`config.mk`:
```
export PLATFORM = sky130hd
export DESIGN_NAME = button_multi_click_classifier
export DESIGN_NICKNAME = d
export VERILOG_FILES = /design/src/design/bmc_pkg.sv /design/src/design/button_multi_click_classifier.sv /design/src/design/bmc_fsm.sv
export SDC_FILE = /design/constraint.sdc
export NUM_CORES = 1
export LEC_CHECK = 0
export ABC_AREA = 1
export BUFFER_PORTS_ARGS = -buffer_cell sky130_fd_sc_hd__buf_2
export CORE_MARGIN = 4
export CORE_UTILIZATION = 45
export DETAILED_ROUTE_END_ITERATION = 8
export PLACE_DENSITY = 0.7
export SLEW_MARGIN = 20
export SYNTH_ARGS = -nofsm -noshare
export SYNTH_HDL_FRONTEND = slang
export SYNTH_SLANG_ARGS = --single-unit
```
`constraint.sdc`:
```
create_clock -name clk_i -period 2.7 [get_ports clk_i]
set_input_delay 0.405 -clock clk_i [delete_from_list [all_inputs] [get_ports clk_i]]
set_output_delay 0.405 -clock clk_i [all_outputs]
set_load 0.02 [all_outputs]
```
`src/design/bmc_pkg.sv`:
```
// Package for the multi-click button classifier.
// Holds state and event codes, register indexes and reset defaults; no dependencies.
`timescale 1ns / 1ps

package bmc_pkg;

  localparam int unsigned TimerBitsDef = 16;
  localparam int unsigned CfgTimeW     = 16;
  localparam int unsigned CfgModeCntW  = 5;
  localparam int unsigned CfgIdxW      = 2;
  localparam int unsigned EventW       = 3;
  localparam int unsigned ModeW        = 4;

  localparam logic [CfgTimeW-1:0]    LongPressDef = 16'd1000;
  localparam logic [CfgTimeW-1:0]    ClickWinDef  = 16'd250;
  localparam logic [CfgTimeW-1:0]    HoldoffDef   = 16'd1000;
  localparam logic [CfgModeCntW-1:0] ModeCountDef = 5'd6;
  localparam logic [CfgModeCntW-1:0] ModeCountMax = 5'd16;

  localparam logic [CfgIdxW-1:0] CfgLongPress = 2'd0;
  localparam logic [CfgIdxW-1:0] CfgClickWin  = 2'd1;
  localparam logic [CfgIdxW-1:0] CfgHoldoff   = 2'd2;
  localparam logic [CfgIdxW-1:0] CfgModeCount = 2'd3;

  typedef enum logic [2:0] {
    StIdle          = 3'd0,
    StPressed       = 3'd1,
    StWaitDouble    = 3'd2,
    StWaitTriple    = 3'd3,
    StTripleTimeout = 3'd4,
    StLong          = 3'd5,
    StWaitRelease   = 3'd6
  } click_state_e;

  typedef enum logic [EventW-1:0] {
    EvNone = 3'd0,
    EvMute = 3'd1,
    EvNext = 3'd2,
    EvPrev = 3'd3,
    EvMode = 3'd4
  } event_e;

  typedef struct packed {
    logic [CfgTimeW-1:0]    long_press;
    logic [CfgTimeW-1:0]    click_win;
    logic [CfgTimeW-1:0]    holdoff;
    logic [CfgModeCntW-1:0] mode_count;
  } cfg_t;

endpackage

```
`src/design/button_multi_click_classifier.sv`:
```
// Top level of the multi-click button classifier: configuration registers,
// result register and handshakes around bmc_fsm. Depends on bmc_pkg and bmc_fsm.
`timescale 1ns / 1ps

// Usage
//   Input channel (in_valid_i / in_ready_o / pressed_i): one request per
//   millisecond tick carrying the button level. Output channel (out_valid_o /
//   out_ready_i / event_res_o / mode_o): exactly one result per request,
//   event 0 none, 1 mute, 2 next, 3 previous, 4 mode change, and the display
//   mode after that tick.
//   The result appears in the result register in the cycle after the request
//   is accepted. Throughput: one request per cycle unless the receiver stalls;
//   the classifier state, both timers and the display mode update together.
//   Stall: in_ready_o is high while the result register is empty or being
//   taken in the same cycle, so a waiting result never blocks the next
//   request unless the receiver holds out_ready_i low; then the result holds.
//   Configuration: cfg_we_i writes cfg_data_i into register cfg_idx_i
//   (0 long press, 1 click window, 2 mute hold-off, 3 mode count) at once;
//   write only while the block is idle.
//   Reset: rst_ni clears the classifier to idle, both timers and the mode to
//   zero, empties the result register and loads the default configuration.
module button_multi_click_classifier #(
  parameter int unsigned TIMER_BITS = bmc_pkg::TimerBitsDef
) (
  input  logic                          clk_i,
  input  logic                          rst_ni,
  input  logic                          cfg_we_i,
  input  logic [bmc_pkg::CfgIdxW-1:0]   cfg_idx_i,
  input  logic [bmc_pkg::CfgTimeW-1:0]  cfg_data_i,
  input  logic                          in_valid_i,
  output logic                          in_ready_o,
  input  logic                          pressed_i,
  output logic                          out_valid_o,
  input  logic                          out_ready_i,
  output logic [bmc_pkg::EventW-1:0]    event_res_o,
  output logic [bmc_pkg::ModeW-1:0]     mode_o
);

  bmc_pkg::cfg_t             cfg_q;
  logic                      in_fire;
  logic                      out_valid_q;
  logic [bmc_pkg::EventW-1:0] event_q;
  logic [bmc_pkg::ModeW-1:0]  mode_q;
  bmc_pkg::click_state_e     fsm_state;
  bmc_pkg::event_e           fsm_event;
  logic [bmc_pkg::ModeW-1:0]  fsm_mode;

  // Configuration registers: plain indexed writes, no read-back
  always_ff @(posedge clk_i or negedge rst_ni) begin
    if (!rst_ni) begin
      cfg_q.long_press <= bmc_pkg::LongPressDef;
      cfg_q.click_win  <= bmc_pkg::ClickWinDef;
      cfg_q.holdoff    <= bmc_pkg::HoldoffDef;
      cfg_q.mode_count <= bmc_pkg::ModeCountDef;
    end else if (cfg_we_i) begin
      unique case (cfg_idx_i)
        bmc_pkg::CfgLongPress: cfg_q.long_press <= cfg_data_i;
        bmc_pkg::CfgClickWin:  cfg_q.click_win  <= cfg_data_i;
        bmc_pkg::CfgHoldoff:   cfg_q.holdoff    <= cfg_data_i;
        bmc_pkg::CfgModeCount:
          cfg_q.mode_count <= cfg_data_i[bmc_pkg::CfgModeCntW-1:0];
        default: ;
      endcase
    end
  end

  // Accept a request whenever the result register is free or draining
  assign in_ready_o = !out_valid_q || out_ready_i;
  assign in_fire    = in_valid_i && in_ready_o;

  bmc_fsm #(
    .TIMER_BITS(TIMER_BITS)
  ) u_fsm (
    .clk_i    (clk_i),
    .rst_ni   (rst_ni),
    .step_i   (in_fire),
    .pressed_i(pressed_i),
    .cfg_i    (cfg_q),
    .state_o  (fsm_state),
    .event_o  (fsm_event),
    .mode_o   (fsm_mode)
  );

  // Result register: valid bit under reset, payload loaded on accept only
  always_ff @(posedge clk_i or negedge rst_ni) begin
    if (!rst_ni) begin
      out_valid_q <= 1'b0;
    end else if (in_fire) begin
      out_valid_q <= 1'b1;
    end else if (out_ready_i) begin
      out_valid_q <= 1'b0;
    end
  end

  always_ff @(posedge clk_i) begin
    if (in_fire) begin
      event_q <= fsm_event;
      mode_q  <= fsm_mode;
    end
  end

  assign out_valid_o = out_valid_q;
  assign event_res_o = event_q;
  assign mode_o      = mode_q;

  // Every accepted request leaves a result behind
  a_result_follows: assert property (@(posedge clk_i) disable iff (!rst_ni)
    in_fire |=> out_valid_o)
    else $error("accepted request produced no result");

  // A tick taken in the long-press state reports a mode change
  a_long_reports_mode: assert property (@(posedge clk_i) disable iff (!rst_ni)
    in_fire && (fsm_state == bmc_pkg::StLong) |=>
      out_valid_o && (event_res_o == bmc_pkg::EvMode))
    else $error("long press did not report a mode change");

  // Mode only moves on a mode-change result
  a_mode_moves_on_event: assert property (@(posedge clk_i) disable iff (!rst_ni)
    in_fire && (fsm_event != bmc_pkg::EvMode) |-> (fsm_mode == u_fsm.mode_q))
    else $error("display mode changed without a mode event");

endmodule

```
`src/design/bmc_fsm.sv`:
```
// Click classifier state machine with its two saturating timers and display mode.
// Depends on bmc_pkg.
`timescale 1ns / 1ps

module bmc_fsm #(
  parameter int unsigned TIMER_BITS = bmc_pkg::TimerBitsDef
) (
  input  logic                      clk_i,
  input  logic                      rst_ni,
  input  logic                      step_i,
  input  logic                      pressed_i,
  input  bmc_pkg::cfg_t             cfg_i,
  output bmc_pkg::click_state_e     state_o,
  output bmc_pkg::event_e           event_o,
  output logic [bmc_pkg::ModeW-1:0] mode_o
);

  localparam int unsigned CmpW =
    (TIMER_BITS > bmc_pkg::CfgTimeW) ? TIMER_BITS : bmc_pkg::CfgTimeW;
  localparam logic [TIMER_BITS-1:0] TimerMax = {TIMER_BITS{1'b1}};

  bmc_pkg::click_state_e state_q, state_d;
  logic [TIMER_BITS-1:0]    elapsed_q, elapsed_d, elapsed_inc;
  logic [TIMER_BITS-1:0]    since_q, since_d, since_inc;
  logic [bmc_pkg::ModeW-1:0] mode_q, mode_d;
  bmc_pkg::event_e          event_d;

  logic [CmpW-1:0] elapsed_x, win_x, long_x, hold_x, since_x;
  logic            lt_win, gt_win, gt_long, gt_hold;
  logic [bmc_pkg::CfgModeCntW-1:0] count_eff, mode_inc;

  // Advance both timers first, saturating at all ones
  assign elapsed_inc = (elapsed_q == TimerMax) ? elapsed_q : elapsed_q + 1'b1;
  assign since_inc   = (since_q == TimerMax) ? since_q : since_q + 1'b1;

  assign elapsed_x = CmpW'(elapsed_inc);
  assign since_x   = CmpW'(since_inc);
  assign win_x     = CmpW'(cfg_i.click_win);
  assign long_x    = CmpW'(cfg_i.long_press);
  assign hold_x    = CmpW'(cfg_i.holdoff);

  assign lt_win  = elapsed_x < win_x;
  assign gt_win  = elapsed_x > win_x;
  assign gt_long = elapsed_x > long_x;
  assign gt_hold = since_x > hold_x;

  // Clamp mode count into one to sixteen
  assign count_eff = (cfg_i.mode_count == '0) ? bmc_pkg::CfgModeCntW'(1) :
                     (cfg_i.mode_count > bmc_pkg::ModeCountMax) ? bmc_pkg::ModeCountMax :
                     cfg_i.mode_count;
  assign mode_inc  = bmc_pkg::CfgModeCntW'(mode_q) + 1'b1;

  always_comb begin
    state_d = state_q;
    unique case (state_q)
      bmc_pkg::StIdle: begin
        if (pressed_i) state_d = bmc_pkg::StPressed;
      end
      bmc_pkg::StPressed: begin
        if (!pressed_i)   state_d = bmc_pkg::StWaitDouble;
        else if (gt_long) state_d = bmc_pkg::StLong;
      end
      bmc_pkg::StLong: state_d = bmc_pkg::StIdle;
      bmc_pkg::StWaitDouble: begin
        if (pressed_i && lt_win)                  state_d = bmc_pkg::StWaitTriple;
        else if (!pressed_i && gt_hold && gt_win) state_d = bmc_pkg::StWaitRelease;
      end
      bmc_pkg::StWaitTriple: begin
        if (!pressed_i && lt_win) state_d = bmc_pkg::StTripleTimeout;
      end
      bmc_pkg::StTripleTimeout: begin
        if ((pressed_i && lt_win) || gt_win) state_d = bmc_pkg::StWaitRelease;
      end
      bmc_pkg::StWaitRelease: begin
        if (!pressed_i) state_d = bmc_pkg::StIdle;
      end
      default: state_d = bmc_pkg::StIdle;
    endcase
  end

  always_comb begin
    event_d   = bmc_pkg::EvNone;
    elapsed_d = elapsed_inc;
    since_d   = since_inc;
    mode_d    = mode_q;
    unique case (state_q)
      bmc_pkg::StIdle: begin
        if (pressed_i) elapsed_d = '0;
      end
      bmc_pkg::StLong: begin
        mode_d  = (mode_inc >= count_eff) ? '0 : mode_inc[bmc_pkg::ModeW-1:0];
        event_d = bmc_pkg::EvMode;
        since_d = '0;
      end
      bmc_pkg::StWaitDouble: begin
        if (pressed_i && lt_win)                  elapsed_d = '0;
        else if (!pressed_i && gt_hold && gt_win) event_d   = bmc_pkg::EvMute;
      end
      bmc_pkg::StTripleTimeout: begin
        if (pressed_i && lt_win) event_d = bmc_pkg::EvPrev;
        else if (gt_win)         event_d = bmc_pkg::EvNext;
      end
      default: ;
    endcase
  end

  always_ff @(posedge clk_i or negedge rst_ni) begin
    if (!rst_ni) begin
      state_q   <= bmc_pkg::StIdle;
      elapsed_q <= '0;
      since_q   <= '0;
      mode_q    <= '0;
    end else if (step_i) begin
      state_q   <= state_d;
      elapsed_q <= elapsed_d;
      since_q   <= since_d;
      mode_q    <= mode_d;
    end
  end

  assign state_o = state_q;
  assign event_o = event_d;
  assign mode_o  = mode_d;

endmodule
```
==> results by stage <==
Final layout:
- Counting the fill cells in the layout gives 1170.
- For this run, the post-layout net count is 1003.
- The final instance count without filler cells is 1104.
- The diode insertion count for antenna repair is 0.
- The area growth from synthesis to layout is 25.8%.
- The share of layout cells above drive strength 1 is 25.0%.
- The combined area of the multi-input logic cells is 3370 µm².
- Leaving out fill and tap cells, the most frequent cell in the layout is nand2_1.
- The register area is 2560 µm².
- The top cell types in the final layout, fill and taps aside, are nand2_1 (213), inv_1 (127), buf_4 (82).
- The core utilization of the finished layout is 58.6%.

Logic synthesis:
- The register bit count reported by yosys is 100.
- Counting every net in the synthesized netlist gives 888.
- The summed instance area of the synthesized netlist is 6240 µm².
- The synthesized area per cell is 7.73 µm².
- Of the synthesized area, sequential elements account for 41.0%.
- By area, the combinational part of the netlist is dominated by simple AND/OR/NAND/NOR gates.
- For this run, asynchronously set or reset flops after synthesis account for 93.0%.
- The multiplexer area fraction after synthesis is 0%.
- The number of enable-type register cells in the synthesized netlist is 7.
- The adder-cell share of the synthesized area is 11.2%.
- The fraction of the mapped netlist area in compound gates is 10.8%.
- The post-synthesis share of cell area spent on and, or, nand and nor gates is 24.0%.
- The number of synthesis warnings is 0.
- Among all flip-flop cells after synthesis, the most frequent one is dfrtp_1.
- After Yosys synthesis, XOR and XNOR cells account for 3.37% of the synthesized area.
- The number of different library cells used by synthesis comes to 38.
- The number of cells produced by synthesis is 808.

Global route:
- The total overflow left after global routing is 0.
- The initial antenna violation count is 0.
- The via count of the first global-routing pass came to 5289.
- The first global-routing pass estimated 25000 µm of wire.
- The total global-route track usage is 19.3%.
- Entering global routing, the biggest net connects 41 pins.

Place:
- The placer congestion estimate is 0.866.
- Including well taps, the total number of placed cells is 1075.
- The count of input and output buffers is 32.
- The HPWL after detailed placement is 11200 µm.
- The worst setup timing slack at the placement stage is -0.334 ns.

Power:
- Sequential cells burn 35.7% of the power.
- Overall power consumption after layout is estimated at 0.00592 W.
- The analysis attributes to cell leakage a power of 4.16 nW.
- The power per cell area is 754 nW/µm².
- Internal power comes to 0.00363 W.
- In this run, the combinational gates consume 41.7% of the power.
- The clock network fraction of design power is 22.6%.
- The switching power total is 0.00229 W.
- The worst-case IR drop observed on VDD is 0.000443 V.
- In this run switching power makes up 38.7% of total power.

Detailed routing:
- In the final routed layout, each cell accounts on average for 13.8 µm.
- The via-per-instance ratio is 4.97.
- In this run, the number of DRC markers left after iteration 0 of detailed routing was 341.
- Before antenna repair, the detailed router went through 5 iterations.
- After detailed routing, the number of remaining DRC violations is 0.
- In this run the remaining antenna-violating nets after routing total 0.
- The final wirelength is 15200 µm.
- The total number of vias is 5490.

STA:
- The fraction of the cycle the final worst path needs is 114%.
- Setup repair after global routing could not meet its margin everywhere.
- The setup-violating endpoint count in the final report is 21.
- The clock arrives with 0.00891 ns of skew.
- The slew at the pin closest to its max-slew limit is 0.990 ns.
- The number of slew-limit violations in the final report is 0.
- The minimum period implied by the final worst setup slack is 3.07 ns.
- Hold is met by 0.00940 ns.
- The worst-case headroom to the max-slew limit is 33.8%.
- The achievable frequency is 0.325 GHz.
- Setup slack on the critical path of the routed design comes to -0.372 ns.
- The final hold violation count came to 0.

Worst setup path:
- For this run, the slowest stage of the critical path takes 0.42 ns.
- For this design, the slowest cell found on the critical path is dfrtp_1.
- The worst setup path is of the flop to flop kind.
- STA classifies the critical path startpoint as a flop.
- The most common cell type on the critical path is nand2_2.
- The signal on the critical path passes through buf_6 -> nand2_4 -> nor3_4 -> nand2_2 -> nor2_2 -> nand2_1 -> xor2_1 -> nor2_1 -> inv_2 -> ha_4 -> nand2_4 -> nor2_4 -> nand2_2 -> nor2_4 -> nand2_2 -> nand4_4 -> inv_2 -> nand2_2 -> nand2_4 -> buf_12 -> buf_8 -> o22ai_1.
- At the worst endpoint, the required time is 2.98 ns.
- In this run the worst path has a maximum fanout of 4.
- The kind of end point of the critical path is a flop.
- The arrival time at the worst endpoint is 3.35 ns.

Run status:
- The final reports fail on setup timing.
- The run finished, with violations left.

CTS:
- The cell chosen for the clock root is clkbuf_16.
- The number of buffers inserted for hold repair after clock tree synthesis is 0.
- No sink is reached through more buffers than the 2 on the longest clock path.
- The source-to-sink clock delay at the later pin of the worst-skew pair is 0.36 ns.
- The clock tree from TritonCTS is built.
- The clock net in this run drives a total of 100 sinks.
- The TritonCTS buffer count is 9.
- The register clock-pin slew on the reported worst setup and hold paths is 0.07 ns.
- The clock tree synthesis step divided the H-tree into 3 levels.

Die:
- In this run the count of I/O pins placed on the die edge is 33.
- The die footprint is 15800 µm².
- The effective utilization at floorplan is 46.6%.
- Row generation in the floorplan step produced 42 rows.
- In this run the vertical extent of the chip is 126 µm.
- The horizontal die dimension is 126 µm.
- The core region is 13400 µm².

Flow run:
- The max-cap check violation count is 0.

Worst hold path:
- The worst hold path belongs to the class input pin to async pin.
-- per-stage QoR --
step,setup TNS (ns),cell area [µm²]
after detailed placement,-4.58,7170
after floorplan,-0.00232,6290
after global routing,-9.97,7850
after CTS,-3.00,7670
after global placement,-1.82,7170
final,-6.29,7850
-- kinds of logic after synthesis --
group,Yosys count
and+or+nand+nor,345
xor gates and xnor gates,24
adders and majority gates,56
AOI/OAI and AO/OA,126
DFF,100
buffers and inverters,157
-- power by group through the flow --
stage	clock network [W]	registers [W]	logic (W)
2_1_floorplan	0	0.00212	0.00148
3_3_place_gp	0	0.00213	0.00219
3_5_place_dp	0	0.00213	0.00225
4_1_cts	0.00136	0.00211	0.00237
5_1_grt	0.00142	0.00216	0.00284
6_report	0.00134	0.00211	0.00247
-- area by class of cell --
| cell class | count | area share [%] |
|---|---|---|
| timing repair inverter | 1 | 0.0956 |
| multi-input combinational | 551 | 42.9 |
| tap | 176 | 2.80 |
| sequential | 100 | 32.6 |
| clock buffer | 10 | 3.19 |
| timing repair buffer | 118 | 10.8 |
| clock inverter | 6 | 0.733 |
| inverter | 142 | 6.85 |
-- timing repair --
| action | 4_1_cts | 5_1_grt |
|---|---|---|
| gates resized for setup | 32 | 41 |
| pin swaps | 25 | 33 |
| setup buffers | 9 | 3 |
| cloned | 1 | 0 |
| endpoints found under the setup margin | 21 | 21 |
-- state kept, by name, summed over array words and instances (netlist names) --
name	cells
out_valid_o	1
u_fsm.mode_q	4
u_fsm.state_o	3
u_fsm.since_q	16
u_fsm.elapsed_q	16
mode_o	4
event_res_o	3
cfg_q	53
-- synth_stat cells (11+ instances only) --
library cell / number / share of area, %
o21ai_0: 77 / 6.2
dfrtp_1: 73 / 29
nor3_1: 12 / 0.96
dfstp_2: 20 / 8.4
xor2_1: 22 / 3.1
nand4_1: 12 / 1.2
ha_1: 56 / 11
inv_1: 136 / 8.2
nor2_1: 39 / 2.3
nand2_1: 233 / 14
a21oi_1: 22 / 1.8
clkbuf_1: 11 / 0.66
nand3_1: 26 / 2.1
-- final timing paths --
kind | from | endpoint | slack, ns | cells after the start
worst max-delay path | u_fsm.elapsed_q[6]$_DFFE_PN0P_ | u_fsm.elapsed_q[12]$_DFFE_PN0P_ | -0.37 | 22
worst min-delay path | rst_ni | u_fsm.elapsed_q[5]$_DFFE_PN0P_ | 0.009 | 1
worst max register to register | u_fsm.elapsed_q[6]$_DFFE_PN0P_ | u_fsm.elapsed_q[12]$_DFFE_PN0P_ | -0.37 | 22
worst min register to register | cfg_q[15]$_DFFE_PN0P_ | cfg_q[15]$_DFFE_PN0P_ | 0.49 | 2
max in group asynchronous | rst_ni | cfg_q[46]$_DFFE_PN1P_ | 1.95 | 2
min in group clk_i | out_ready_i | out_valid_o$_DFFE_PN0P_ | 0.34 | 4
-- metal layers --
| metal | GRT usage [%] | vias up | part of all wire [%] |
|---|---|---|---|
| li1 | - | 2822 | - |
| met1 | 26.9 | 2533 | 47 |
| met2 | 31.5 | 109 | 47 |
| met3 | 2.50 | 26 | 3.3 |
| met4 | 6.25 | 0 | 2.3 |
| met5 | 0 | - | 0 |
-- critical path: cells and delay by family, from the launching register on --
family | cells | cell delay, ns
flip-flops | 1 | 0.42
buffers and inverters | 5 | 0.50
AND/OR/NAND/NOR | 14 | 1.51
adder cells (fa/ha/maj) | 1 | 0.28
XOR/XNOR | 1 | 0.16
AO/OA/AOI/OAI | 1 | 0.11
Power figures use the tool's default switching activity.
